<file path="src/rtl/salhs_pkg.sv">
// ----------------------------------------------------------------------------
// salhs_pkg - shared types and constants for the Salsa20 / HSalsa20 core
// State word types, request and response words, quarter-round index tables
// and the initial-state builder.
// ----------------------------------------------------------------------------
`default_nettype none

package salhs_pkg;

	localparam int unsigned DOUBLE_ROUNDS_DEF = 10;
	localparam int unsigned STEPS_PER_DR      = 8;

	typedef logic [31:0] word_t;
	typedef logic [63:0] dword_t;
	typedef word_t [15:0] state_t;
	typedef dword_t [3:0] key_t;
	typedef logic [3:0] widx_t;

	// opcode values
	localparam logic OP_HSALSA = 1'b0;
	localparam logic OP_BLOCK  = 1'b1;

	// register indexes on the configuration port
	localparam logic [1:0] REG_KEY0 = 2'd0;
	localparam logic [1:0] REG_KEY1 = 2'd1;
	localparam logic [1:0] REG_KEY2 = 2'd2;
	localparam logic [1:0] REG_KEY3 = 2'd3;

	// "expand 32-byte k"
	localparam word_t SIGMA0 = 32'h6170_7865;
	localparam word_t SIGMA1 = 32'h3320_646e;
	localparam word_t SIGMA2 = 32'h7962_2d32;
	localparam word_t SIGMA3 = 32'h6b20_6574;

	// quarter-round word indexes (a, b, c, d): column round, then row round
	localparam widx_t QR_IDX [2][4][4] = '{
		'{ '{4'd0, 4'd4, 4'd8, 4'd12}, '{4'd5, 4'd9, 4'd13, 4'd1},
		   '{4'd10, 4'd14, 4'd2, 4'd6}, '{4'd15, 4'd3, 4'd7, 4'd11} },
		'{ '{4'd0, 4'd1, 4'd2, 4'd3}, '{4'd5, 4'd6, 4'd7, 4'd4},
		   '{4'd10, 4'd11, 4'd8, 4'd9}, '{4'd15, 4'd12, 4'd13, 4'd14} }
	};

	localparam int unsigned ROT_AMT [4] = '{7, 9, 13, 18};

	// HSalsa20 output word order
	localparam widx_t HS_PICK [8] = '{4'd0, 4'd5, 4'd10, 4'd15, 4'd6, 4'd7, 4'd8, 4'd9};

	typedef struct packed {
		logic   opcode;
		dword_t nonce_low;
		dword_t nonce_high;
		dword_t block_counter;
	} req_t;

	typedef struct packed {
		dword_t     output_word;
		logic [2:0] word_index;
		logic       last_word;
	} rsp_t;

	// what travels along the round chain
	typedef struct packed {
		logic   mode;
		state_t st;
		dword_t n_lo;
		dword_t n_mid;
	} cell_pay_t;

	function automatic word_t rotl(word_t v, int unsigned n);
		return (v << n) | (v >> (32 - n));
	endfunction

	function automatic state_t init_state(key_t key, dword_t n_lo, dword_t n_mid);
		state_t s;
		s[0]  = SIGMA0;
		s[1]  = key[0][31:0];
		s[2]  = key[0][63:32];
		s[3]  = key[1][31:0];
		s[4]  = key[1][63:32];
		s[5]  = SIGMA1;
		s[6]  = n_lo[31:0];
		s[7]  = n_lo[63:32];
		s[8]  = n_mid[31:0];
		s[9]  = n_mid[63:32];
		s[10] = SIGMA2;
		s[11] = key[2][31:0];
		s[12] = key[2][63:32];
		s[13] = key[3][31:0];
		s[14] = key[3][63:32];
		s[15] = SIGMA3;
		return s;
	endfunction

endpackage

`default_nettype wire

</file>
<file path="src/rtl/salhs_outq.sv">
// ----------------------------------------------------------------------------
// salhs_outq - result buffer and word serializer
// Takes a finished state, forms the output words and hands them out in order.
// ----------------------------------------------------------------------------
`default_nettype none

module salhs_outq (
	input  wire                  clk,
	input  wire                  arst_n,
	input  wire                  fin_valid,
	input  salhs_pkg::cell_pay_t fin_pay,
	input  salhs_pkg::key_t      key,
	output logic                 load,
	output logic                 rsp_valid,
	input  wire                  rsp_stall,
	output salhs_pkg::rsp_t      rsp
);
	import salhs_pkg::*;

	dword_t     words_q [8];
	dword_t     new_words [8];
	logic [2:0] idx_q;
	logic       busy_q;
	logic       hs_q;
	logic       is_last;
	logic       fire;
	state_t     init;

	assign is_last = hs_q ? (idx_q == 3'd3) : (idx_q == 3'd7);
	assign fire    = busy_q && !rsp_stall;
	assign load    = fin_valid && (!busy_q || (fire && is_last));
	assign init    = init_state(key, fin_pay.n_lo, fin_pay.n_mid);

	always_comb begin
		for (int k = 0; k < 8; k++) begin
			if (fin_pay.mode == OP_BLOCK) begin
				new_words[k] = {fin_pay.st[2 * k + 1] + init[2 * k + 1],
					fin_pay.st[2 * k] + init[2 * k]};
			end else if (k < 4) begin
				new_words[k] = {fin_pay.st[HS_PICK[2 * k + 1]], fin_pay.st[HS_PICK[2 * k]]};
			end else begin
				new_words[k] = '0;
			end
		end
	end

	always_ff @(posedge clk or negedge arst_n) begin
		if (!arst_n) begin
			busy_q <= 1'b0;
			idx_q  <= '0;
			hs_q   <= 1'b0;
		end else if (load) begin
			busy_q <= 1'b1;
			idx_q  <= '0;
			hs_q   <= (fin_pay.mode == OP_HSALSA);
		end else if (fire) begin
			busy_q <= !is_last;
			idx_q  <= is_last ? 3'd0 : idx_q + 3'd1;
		end
	end

	always_ff @(posedge clk) begin
		if (load) begin
			words_q <= new_words;
		end
	end

	assign rsp_valid        = busy_q;
	assign rsp.output_word  = words_q[idx_q];
	assign rsp.word_index   = idx_q;
	assign rsp.last_word    = is_last;

endmodule

`default_nettype wire

</file>
<file path="config.mk">
export PLATFORM = sky130hd
export DESIGN_NAME = salhs_outq
export DESIGN_NICKNAME = d
export VERILOG_FILES = /design/src/rtl/salhs_pkg.sv /design/src/rtl/salhs_outq.sv
export SDC_FILE = /design/constraint.sdc
export NUM_CORES = 2
export LEC_CHECK = 0
export BUFFER_PORTS_ARGS = -buffer_cell sky130_fd_sc_hd__buf_2
export CORE_AREA = 4 4 381 383
export CTS_CLUSTER_DIAMETER = 100
export DETAILED_ROUTE_END_ITERATION = 7
export DIE_AREA = 0 0 385 387
export PLACE_DENSITY = 0.5
export SLEW_MARGIN = 40
export SYNTH_ARGS = -nofsm -noshare
export SYNTH_HDL_FRONTEND = slang
export SYNTH_SLANG_ARGS = --single-unit
</file>
<file path="constraint.sdc">
create_clock -name clk -period 26.5 [get_ports clk]
set_input_delay 5.3 -clock clk [delete_from_list [all_inputs] [get_ports clk]]
set_output_delay 5.3 -clock clk [all_outputs]
set_load 0.01 [all_outputs]
</file>
==> impl_metrics.ini <==
[power]
p_comb_frac = 0.425
ir_drop_mv = 0.0678
leakage_uw = 0.0216
power_frac_seq = 0.314
switching_share = 0.369
power.density_nw_per_um2 = 67.0
clkPwrFrac = 0.260
internal_power_uw = 2220
p_switching_uw = 1300

[die]
die_w_um = 385
coreArea_um2 = 141000
initial_core_util = 0.307
ios = 971
rows = 138
dieArea_um2 = 149000
die_h_um = 387

[worst_setup_path]
cp_num_buf_inv = 2
critical-path-slowest-cell = and2_4
crit-reg2reg-launch = idx_q[0]$_DFFE_PN0P_
r2r_cells = 8
r2r_end = words_q[286]$_DFFE_PP_
end_kind = output pin
cp.arrival_ps = 6550
cp_max_fo = 28
reg2reg_slack_ps = 21880
crit_required_ps = 21200
path_delay_family = simple AND/OR/NAND/NOR gates
path_class = in2out
path_cells = buf_2 > o21ai_0 > and2_4 > buf_2
cpMostUsedCell = buf_2
cp-start-kind = input port
slowest_delay_ps = 590

[synth]
yosysWarnings = 0
ys_seq_area_frac = 0.357
syn_inst = 4207
synthTopCellsByCount = edfxtp_1 (512), nor2_1 (420), a21oi_1 (392)
synth_top_cell_area_share = 0.354
postSynthAreaPerCell_um2 = 10.3
syn_area_um2 = 43400
synth-main-ff-cell = edfxtp_1
synth_cell_types = 92
synth_top_cell_by_area = edfxtp_1
ys_seq_elements = 517
synth.most_common_cell = edfxtp_1
synth_fp_nets = 5497
synthTopCellsByArea = edfxtp_1 (35%), ha_1 (11%), mux4_2 (6.6%)
synth_edf_count = 512
synthArstFlopShare = 0.00967

[sta]
tns_ps = 0
finalMaxSlewViolations = 0
max_freq_ghz = 0.0844
worst_pin_slew_ps = 874
rsz0062_at_grt = false
finalClockSkew_ps = 21.0
fin_crit_sh = 0.447
period_needed_ps = 11850
finalSetupViolations = 0
relSlewSlack = 0.414
hold_violations = 0

[finish]
multi_input_area_um2 = 27000
seq_area_um2 = 15500
drive_above_1_share = 0.293
nNetsFinal = 6419
fillers = 14400
area_delta_synth_final_pct = 21.4
fin_cells = 7104

[drt]
final_antenna_net_count = 0
totalWireLength_mm = 183
first_iter_violations = 3616
wl_per_cell_um = 25.8
drc = 0
dr_total_vias = 38400
dr.pass1.iters = 8
via_per_inst = 5.40

[clock_network]
cts.sinks = 517
h-tree-depth = 3
postCtsHoldBufs = 0
root_buffer = clkbuf_16
clock_latency_ps = 640
post_cts_resize_count = 0
clk_path_buf_depth = 3
numCtsBuffers = 68
cts_tree = yes
clkTransAtPathRegs_ps = 50
post_cts_buffers = 0

[place]
dp.cells = 6948
gp_congestion = 0.962
dp_hpwl_mm = 150
port_buffers = 970

[min_path]
min_from = hs_q$_DFFE_PN0P_
hold-path-cell-count = 2
hold_class = reg2reg
worstHoldEndpoint = hs_q$_DFFE_PN0P_

[grt]
overflow = 0
grt_first_pass_wirelength_mm = 257
antenna_found_initial = 75
grt_max_degree = 100
grt_pass1_vias = 37400
grt_usage = 0.234

[flow_run]
cap_violations = 0

[run_status]
status = completed
## flip-flops by register name, indices dropped and copies added, names as in the netlist
signal and count:
rsp_valid 1, hs_q 1, idx_q 3, words_q 512
## tightest hold or removal path: cells and delay by family (launching register included)
family	cells	cell delay [ps]
flops	1	380
compound gates	1	100
simple gates	1	60
## through the flow
stage	setup WS, ps	total power (uW)	cell area [um2]	hold slack [ps]	util
6_report	14650	3530	52700	579	0.372
3_5_place_dp	14640	2620	50400	574	0.356
2_1_floorplan	3980	2090	43400	538	-
4_1_cts	14640	3560	52500	587	0.371
5_1_grt	14540	3700	52600	624	0.372
3_3_place_gp	14580	2610	50300	561	0.356
## cells by family after synthesis
group                    Yosys count  share of synthesized area
flip-flops                       517                      0.357
buffers and inverters            235                     0.0205
multiplexers                     364                      0.128
XOR/XNOR                         429                     0.0866
adder cells (fa/ha/maj)          389                      0.114
AO/OA/AOI/OAI                   1189                      0.176
AND/OR/NAND/NOR                 1084                      0.117
## metal layers
metal / up-vias / global-route usage / share of wire
li1: 18000 / - / -
met1: 18800 / 0.325 / 0.45
met2: 1384 / 0.368 / 0.45
met3: 243 / 0.0489 / 0.073
met4: 26 / 0.0618 / 0.026
met5: - / 0 / 0.00091
## layout make-up
cell class              count  share of cell area
repair buffers            997              0.0983
clock inverters            38             0.00687
diodes                     38             0.00181
multi-input cells        3455               0.513
flip-flops and latches    517               0.295
well taps                1890              0.0449
inverters                  90             0.00656
clock buffers              79              0.0339
## power by group through the flow
stage	sequential [uW]	combinational (uW)	clock, uW
floorplan	1140	951	0
global placement	1130	1480	0
detailed placement	1130	1490	0
CTS	1110	1500	942
global route	1120	1610	976
finish	1110	1500	918
## cells in the final DEF, fill, tap and decap left out, types with 44 or more instances in the layout
cell type    n
a21oi_1    391
nand4_1     49
mux4_2     128
nor3_1      51
clkbuf_16   70
xnor2_1    256
nand3_1     72
mux2_2     225
ha_1       377
nand2_1    223
nor2_1     420
xor2_1     173
a21o_1     193
buf_2      969
o21bai_1    44
nor2b_1     55
edfxtp_1   512
and2_1      49
and3_1      48
a31oi_1     50
inv_1       89
o21ai_0    205
## worst max path at each step
stage                     slack (ps)       from  depth (start not counted)  endpoint
after floorplan                 3980  rsp_stall                          2      load
after global placement         14580  rsp_stall                          4      load
after detailed placement       14640  rsp_stall                          4      load
after CTS                      14640  rsp_stall                          4      load
after global routing           14540  rsp_stall                          4      load
final                          14650  rsp_stall                          4      load
No activity file was read; power rests on OpenSTA's default activity.
