File: config.mk
export PLATFORM = sky130hd
export DESIGN_NAME = salhs_cell
export DESIGN_NICKNAME = d
export VERILOG_FILES = /design/src/rtl/salhs_pkg.sv /design/src/rtl/salhs_cell.sv
export SDC_FILE = /design/constraint.sdc
export NUM_CORES = 1
export LEC_CHECK = 0
export ABC_AREA = 0
export BUFFER_PORTS_ARGS = -buffer_cell sky130_fd_sc_hd__buf_4
export CORE_AREA = 3 3 506 508
export DETAILED_ROUTE_END_ITERATION = 12
export DIE_AREA = 0 0 509 511
export GPL_TIMING_DRIVEN = 0
export PLACE_DENSITY = 0.31
export RECOVER_POWER = 100
export SLEW_MARGIN = 25
export SYNTH_ARGS = -nofsm -noshare
export SYNTH_HDL_FRONTEND = slang
export SYNTH_SLANG_ARGS = --single-unit
File: constraint.sdc
create_clock -name clk -period 0.8 [get_ports clk]
set_input_delay 0.16 -clock clk [delete_from_list [all_inputs] [get_ports clk]]
set_output_delay 0.16 -clock clk [all_outputs]
set_load 0.05 [all_outputs]
File: src/rtl/salhs_pkg.sv
// ----------------------------------------------------------------------------
// salhs_pkg - shared types and constants for the Salsa20 / HSalsa20 core
// State word types, request and response words, quarter-round index tables
// and the initial-state builder.
// ----------------------------------------------------------------------------
`default_nettype none

package salhs_pkg;

	localparam int unsigned DOUBLE_ROUNDS_DEF = 10;
	localparam int unsigned STEPS_PER_DR      = 8;

	typedef logic [31:0] word_t;
	typedef logic [63:0] dword_t;
	typedef word_t [15:0] state_t;
	typedef dword_t [3:0] key_t;
	typedef logic [3:0] widx_t;

	// opcode values
	localparam logic OP_HSALSA = 1'b0;
	localparam logic OP_BLOCK  = 1'b1;

	// register indexes on the configuration port
	localparam logic [1:0] REG_KEY0 = 2'd0;
	localparam logic [1:0] REG_KEY1 = 2'd1;
	localparam logic [1:0] REG_KEY2 = 2'd2;
	localparam logic [1:0] REG_KEY3 = 2'd3;

	// "expand 32-byte k"
	localparam word_t SIGMA0 = 32'h6170_7865;
	localparam word_t SIGMA1 = 32'h3320_646e;
	localparam word_t SIGMA2 = 32'h7962_2d32;
	localparam word_t SIGMA3 = 32'h6b20_6574;

	// quarter-round word indexes (a, b, c, d): column round, then row round
	localparam widx_t QR_IDX [2][4][4] = '{
		'{ '{4'd0, 4'd4, 4'd8, 4'd12}, '{4'd5, 4'd9, 4'd13, 4'd1},
		   '{4'd10, 4'd14, 4'd2, 4'd6}, '{4'd15, 4'd3, 4'd7, 4'd11} },
		'{ '{4'd0, 4'd1, 4'd2, 4'd3}, '{4'd5, 4'd6, 4'd7, 4'd4},
		   '{4'd10, 4'd11, 4'd8, 4'd9}, '{4'd15, 4'd12, 4'd13, 4'd14} }
	};

	localparam int unsigned ROT_AMT [4] = '{7, 9, 13, 18};

	// HSalsa20 output word order
	localparam widx_t HS_PICK [8] = '{4'd0, 4'd5, 4'd10, 4'd15, 4'd6, 4'd7, 4'd8, 4'd9};

	typedef struct packed {
		logic   opcode;
		dword_t nonce_low;
		dword_t nonce_high;
		dword_t block_counter;
	} req_t;

	typedef struct packed {
		dword_t     output_word;
		logic [2:0] word_index;
		logic       last_word;
	} rsp_t;

	// what travels along the round chain
	typedef struct packed {
		logic   mode;
		state_t st;
		dword_t n_lo;
		dword_t n_mid;
	} cell_pay_t;

	function automatic word_t rotl(word_t v, int unsigned n);
		return (v << n) | (v >> (32 - n));
	endfunction

	function automatic state_t init_state(key_t key, dword_t n_lo, dword_t n_mid);
		state_t s;
		s[0]  = SIGMA0;
		s[1]  = key[0][31:0];
		s[2]  = key[0][63:32];
		s[3]  = key[1][31:0];
		s[4]  = key[1][63:32];
		s[5]  = SIGMA1;
		s[6]  = n_lo[31:0];
		s[7]  = n_lo[63:32];
		s[8]  = n_mid[31:0];
		s[9]  = n_mid[63:32];
		s[10] = SIGMA2;
		s[11] = key[2][31:0];
		s[12] = key[2][63:32];
		s[13] = key[3][31:0];
		s[14] = key[3][63:32];
		s[15] = SIGMA3;
		return s;
	endfunction

endpackage

`default_nettype wire

File: src/rtl/salhs_cell.sv
// ----------------------------------------------------------------------------
// salhs_cell - one quarter-round step across all four quarters
// Applies one add-rotate-xor to four disjoint words and hands the state on.
// ----------------------------------------------------------------------------
`default_nettype none

module salhs_cell #(
	parameter int unsigned STEP = 0
) (
	input  wire                  clk,
	input  wire                  arst_n,
	input  wire                  en,
	input  wire                  valid_i,
	input  salhs_pkg::cell_pay_t pay_i,
	output logic                 valid_o,
	output salhs_pkg::cell_pay_t pay_o
);
	import salhs_pkg::*;

	localparam int unsigned HALF = (STEP % STEPS_PER_DR) / 4;
	localparam int unsigned SUB  = STEP % 4;
	localparam int unsigned TGT  = (SUB + 1) % 4;
	localparam int unsigned SRCB = (SUB + 3) % 4;

	cell_pay_t nxt;
	logic      valid_q;
	cell_pay_t pay_q;

	always_comb begin
		nxt = pay_i;
		for (int q = 0; q < 4; q++) begin
			nxt.st[QR_IDX[HALF][q][TGT]] = pay_i.st[QR_IDX[HALF][q][TGT]] ^
				rotl(pay_i.st[QR_IDX[HALF][q][SUB]] + pay_i.st[QR_IDX[HALF][q][SRCB]],
					ROT_AMT[SUB]);
		end
	end

	always_ff @(posedge clk or negedge arst_n) begin
		if (!arst_n) begin
			valid_q <= 1'b0;
		end else if (en) begin
			valid_q <= valid_i;
		end
	end

	always_ff @(posedge clk) begin
		if (en) begin
			pay_q <= nxt;
		end
	end

	assign valid_o = valid_q;
	assign pay_o   = pay_q;

endmodule

`default_nettype wire

==> results of run 1 <==
## cell usage after synthesis, drive strengths merged, types with 3 or more instances
library cell  instances
o21a                  6
o21bai               22
xnor2               181
o311ai                3
a221o                 3
and3                 10
a31oi                17
ha                  124
nand2b                9
o31ai                 6
nand4                21
and2                  3
nor2                 42
o211ai                5
a311oi                5
fa                    4
a221oi                3
nand3                14
inv                  17
clkbuf               17
and4                  4
a21o                 90
a211oi                9
nor4                  5
nand2                43
a31o                  6
o21ai                43
nor3                  7
xor2                 70
nor2b                 9
a211o                 3
edfxtp              641
a21oi                96
or2                   7
## worst max path at each step
stage	endpoint	cells after the start	slack [ns]	from
floorplan	pay_o[581]	11	-1.82	pay_i[320]
global placement	pay_o[213]	1	-7.40	en
detailed placement	pay_o[228]	11	-3.47	pay_i[481]
CTS	pay_o[229]	14	-1.47	pay_i[608]
global route	pay_o[581]	14	-1.48	pay_i[320]
finish	pay_o[228]	13	-1.50	pay_i[608]
## placed cells by master (no fill, tap or decap), types with 9 or more instances in the layout
cell | Yosys | final
o21ai_0 | 38 | 13
bufinv_16 | 0 | 12
a21oi_1 | 96 | 46
nand2b_1 | 9 | 9
nor2_2 | 0 | 11
ha_1 | 124 | 66
buf_6 | 0 | 696
buf_4 | 0 | 241
clkbuf_16 | 0 | 106
edfxtp_1 | 641 | 641
diode_2 | 0 | 18
clkinv_1 | 0 | 17
dlygate4sd3_1 | 0 | 658
clkinv_2 | 0 | 18
nand2_1 | 43 | 32
inv_1 | 17 | 16
nand4_1 | 21 | 21
xnor2_2 | 0 | 21
nor2b_1 | 9 | 9
xnor2_1 | 181 | 156
ha_4 | 0 | 50
clkbuf_1 | 17 | 226
o21ai_4 | 0 | 10
nand3_1 | 14 | 11
a31oi_4 | 0 | 9
xor2_1 | 70 | 70
a21oi_2 | 0 | 34
buf_8 | 0 | 10
o21bai_1 | 21 | 14
nand2_4 | 0 | 9
a21o_1 | 90 | 88
o21ai_2 | 0 | 12
buf_16 | 0 | 13
clkbuf_4 | 0 | 289
nor2_1 | 42 | 29
a21oi_4 | 0 | 16
## repair_timing
item	CTS	global route
endpoints found under the hold margin	699	98
pin swaps	136	119
endpoints found under the setup margin	1126	1381
hold buffers	619	51
gates cloned	14	18
resized for setup	891	122
buffers inserted	99	63
## metal layers
metal,track usage,up-vias
li1,-,10600
met1,0.148,11600
met2,0.228,947
met3,0.0423,179
met4,0.0271,22
met5,0,-
## power groups by stage
stage | Combinational [mW] | Clock [mW] | Sequential [mW]
after floorplan | 6.12 | 0 | 54.8
after global placement | 32.1 | 0 | 43.4
after detailed placement | 32.2 | 0 | 43.0
after CTS | 39.6 | 46.6 | 43.0
after global routing | 41.6 | 47.4 | 43.3
final | 39.6 | 43.9 | 43.0
## cell families (layout without fill, tap and decap cells)
group | count (synthesis) | in the layout | synth area share
AOI/OAI and AO/OA | 332 | 332 | 0.0857
xor gates and xnor gates | 251 | 251 | 0.0833
adders and majority gates | 128 | 128 | 0.0618
buffers and inverters | 34 | 2342 | 0.00484
DFF | 642 | 642 | 0.731
muxes | 1 | 1 | 0.000427
other | 0 | 18 | 0
and+or+nand+nor | 176 | 176 | 0.0333
## cell type report
type | count | area, µm²
clock buffers | 105 | 2370
fillers | 27100 | 195000
multi-input cells | 888 | 9210
flip-flops and latches | 642 | 19300
inverters | 17 | 67.6
repair buffers | 2139 | 20400
diodes | 18 | 45.0
plain buffers | 14 | 72.6
clock inverters | 67 | 800
well taps | 3348 | 4190
## registers in the layout, summed over array words and instances, names as in the netlist
name / count
pay_o: 641
valid_o: 1
## worst max-delay path, stage by stage
cell	delay, ns
buf_12	0.10
ha_4	0.18
buf_4	0.15
a211oi_4	0.46
o21bai_4	0.14
o211ai_1	0.19
buf_4	0.21
a211o_4	0.22
a31o_4	0.24
o21ai_4	0.10
a221oi_4	0.28
o21bai_2	0.14
xnor2_2	0.16
==> results_dict.tcl, run 1 <==
set metrics [dict create \
    worstPathMaxFanout 3 \
    yosys.area.top_type "edfxtp_1" \
    synthTopCellsByArea "edfxtp_1 (73%), xnor2_1 (6.0%), ha_1 (5.9%)" \
    start_kind "input pin" \
    cap_viol_max_count 0 \
    async_flop_share 0.00156 \
    period_share 2.88 \
    dieArea_mm2 0.260 \
    antenna_found_initial 54 \
    grt_pass1_wl_mm 227 \
    whs_ns -0.388 \
    arrival_ns 2.76 \
    ys_seq_area_frac 0.731 \
    p_total_mw 126 \
    gp_congestion 0.825 \
    crit_path_end_kind "register" \
    wl_met3_mm 14.1 \
    start_util 0.105 \
    drtIter0Drc 1066 \
    setup_viol 1383 \
    die-height_um 511 \
    cts_tree "done" \
    grt_max_degree 76 \
    power_density_mw_per_mm2 2240 \
    setup-tns-final_ns -705.25 \
    p_seq_frac 0.340 \
    top_layer "met5" \
    wirelength_mm 177 \
    outcome "finished, violations left" \
    hold_path_end "pay_o[490]" \
    maxSlewHeadroom 0.474 \
    synth_area_per_cell_um2 16.9 \
    place_ws_ns -3.47 \
    p_clk_frac 0.347 \
    vias 23300 \
    die_x_um 509 \
    utilization 0.224 \
    hp-start "pay_i[490]" \
    ant_nets 0 \
    r2r_start "valid_o" \
    worstPathRequired_ns 1.26 \
    netlist_instances 1564 \
    drv_slew 0 \
    placed_cell_area_mm2 0.0413 \
    overflow 0 \
    tightest_slew_ns 0.790 \
    place_inst 6207 \
    io_buffers 1286 \
    hold_violations 17 \
    drc 0 \
    grt_use_total 0.128 \
    yosys.area.top_type_share 0.730 \
    grt_pass1_vias 24800 \
    core_mm2 0.252 \
    cts-root-buf "clkbuf_16" \
    yosysWarnings 0 \
    post_drt_wl_per_cell_um 24.5 \
    num_rows 184 \
    p_int_mw 82.6 \
    violations "negative hold slack, negative setup slack" \
    crit_type "in -> reg" \
    leakagePower_nw 21.9 \
    cts.path.max_buffers 3 \
    netlist_area_mm2 0.0264 \
    ys.flop_type "edfxtp_1" \
    drtPass1Iterations 5 \
    io_pins 1287 \
    fin_skew_ns 0 \
    ys_types 59 \
    p_comb_frac 0.313 \
    drive_gt1_frac 0.438 \
    syn_to_final_growth_pct 114 \
    rr_endpoint "valid_o" \
    fin_nets 4568 \
    synth_fp_nets 2337 \
    clk_pin_slew_worst_paths_ns 0.06 \
    hp-class "in -> reg" \
    ir_drop_v 0.00153 \
    ys_seq_elements 642 \
    switching_share 0.347 \
    r2r_setup_slack_ns 0.03 \
    max_freq_ghz 0.435 \
    clock_latency_ns 0.71 \
    dr_wl_met2_mm 88.8 \
    holdPathStages 1 \
    finalWorstSetupSlack_ns -1.50 \
    numClockSinks 642 \
    fin_cells 7238 \
    p_sw_mw 43.9 \
    cts_inserted_buffers 93 \
    wl_met1_mm 71.0 \
    hpwl_mm 138 \
    via_per_inst 3.22 \
    period_needed_ns 2.30 \
    synth_edf_count 641 \
    ff2ff_path_depth 1 \
    rsz0062_at_grt "yes" \
    final_cell_area_mm2 0.0564 \
    htree_levels 3 \
]
No activity file was read; power rests on OpenSTA's default activity.
==> run 2, diff against run 1 <==
==> constraint.sdc (replaced) <==
create_clock -name clk -period 2.6 [get_ports clk]
set_input_delay 0.52 -clock clk [delete_from_list [all_inputs] [get_ports clk]]
set_output_delay 0.52 -clock clk [all_outputs]
set_load 0.05 [all_outputs]
==> run 2 against run 1 <==
Net effect: the run now ends clean; sequential cell count unchanged; final cell count decreased by 4.1%; design area decreased by 12%; clock power is 69% lower; die area did not move.
==> results_dict.tcl, run 2 (synthesized netlist as in run 1, its figures left out) <==
set metrics [dict create \
    ff2ff_path_depth 1 \
    holdPathStages 1 \
    crit_path_end_kind "register" \
    clock_latency_ns 0.72 \
    max_freq_ghz 0.385 \
    die-height_um 511 \
    num_rows 184 \
    tightest_slew_ns 0.746 \
    setup-tns-final_ns 0 \
    ir_drop_v 0.000505 \
    grt_pass1_wl_mm 221 \
    outcome "complete, no violations" \
    period_share 1.00 \
    start_util 0.105 \
    period_needed_ns 2.60 \
    max_stage_delay_ns 0.33 \
    arrival_ns 3.05 \
    fin_nets 4260 \
    io_pins 1287 \
    crit_type "in -> reg" \
    drc 0 \
    cp_top_family "compound AO/OA/AOI/OAI gates" \
    hold_buffers 519 \
    cts-root-buf "clkbuf_16" \
    path_common_cell "buf_6" \
    place_inst 6205 \
    post_drt_wl_per_cell_um 24.7 \
    whs_ns 0.0151 \
    drive_gt1_frac 0.439 \
    clk_pin_slew_worst_paths_ns 0.06 \
    cap_viol_max_count 0 \
    hp-class "in -> reg" \
    antenna_found_initial 68 \
    via_per_inst 3.14 \
    path_buf_inv 4 \
    vias 21800 \
    ant_nets 0 \
    largest_register_ffs 641 \
    fin_cells 6940 \
    utilization 0.198 \
    cts.path.max_buffers 3 \
    overflow 0 \
    crit_cells 15 \
    syn_to_final_growth_pct 88.7 \
    layout_commonest_cell "buf_4" \
    htree_levels 3 \
    start_kind "input pin" \
    numClockSinks 642 \
    rsz0062_at_grt "yes" \
    core_mm2 0.252 \
    worstPathMaxFanout 4 \
    worstPathRequired_ns 3.05 \
    drtPass1Iterations 4 \
    cts_tree "done" \
    wirelength_mm 171 \
    die_x_um 509 \
    io_buffers 1286 \
    r2r_setup_slack_ns 1.85 \
    gp_congestion 0.779 \
    cts_inserted_buffers 94 \
    hpwl_mm 142 \
    crit_chain "buf_12, ha_4, fa_2, a21o_1, a31oi_4, o21bai_4, a221oi_4, buf_6, o41ai_4, o41ai_4, buf_6, buf_6, nor2_4, a2111oi_4, xnor2_2" \
    setup_viol 0 \
    fin_skew_ns 0 \
    grt_use_total 0.127 \
    drtIter0Drc 984 \
    drv_slew 0 \
    hold_violations 0 \
    most-common-layout-cells "buf_4 (1286), edfxtp_1 (641), dlygate4sd3_1 (518)" \
    maxSlewHeadroom 0.503 \
    p_total_mw 36.9 \
    grt_max_degree 107 \
    grt_pass1_vias 23600 \
    dieArea_mm2 0.260 \
    crit_slowest_cell "fa_2" \
    power_density_mw_per_mm2 742 \
    leakagePower_nw 19.7 \
]
## run 2: power by group
part	leakage, nW	switching, mW	internal (mW)
Combinational	11.9	6.89	3.56
Sequential	6.29	0.337	12.7
Clock	1.52	5.77	7.69
Total	19.7	13.0	23.9
## run 2: area by class of cell
cell class	count	area, µm²
fill	27400	202000
sequential	642	19300
timing repair buffer	1831	15200
multi-input combinational	888	7770
tap	3348	4190
clock buffer	105	2390
clock inverter	67	753
antenna	29	72.6
inverter	17	63.8
buffer	13	51.3
## run 2: final timing paths
check                      startpoint          to
max                        pay_i[448]  pay_o[581]
min                        pay_i[449]  pay_o[449]
max reg2reg                   valid_o     valid_o
min reg2reg                   valid_o     valid_o
max in group asynchronous      arst_n     valid_o
min in group asynchronous      arst_n     valid_o
## run 2: through the flow
step | worst slack [ns] | area (µm²)
after floorplan | -0.379 | 26700
after global placement | -6.22 | 40600
after detailed placement | -2.03 | 40800
after CTS | -0.0586 | 49500
after global routing | -0.0722 | 49800
final | 0.000330 | 49800
## run 2: timing repair
item | in CTS | in global routing
pin swaps | 20 | 29
hold endpoints to repair | 532 | 1
setup endpoints to repair | 33 | 21
gates resized for setup | 45 | 38
cloned | 0 | 0
buffers inserted | 14 | 5
## run 2: layer usage
| layer | vias up | part of all wire | track usage |
|---|---|---|---|
| met2 | 1008 | 0.50 | 0.224 |
| met5 | - | 0.00060 | 0 |
| met4 | 16 | 0.034 | 0.0460 |
| met3 | 226 | 0.11 | 0.0616 |
| met1 | 10500 | 0.35 | 0.128 |
| li1 | 9986 | - | - |
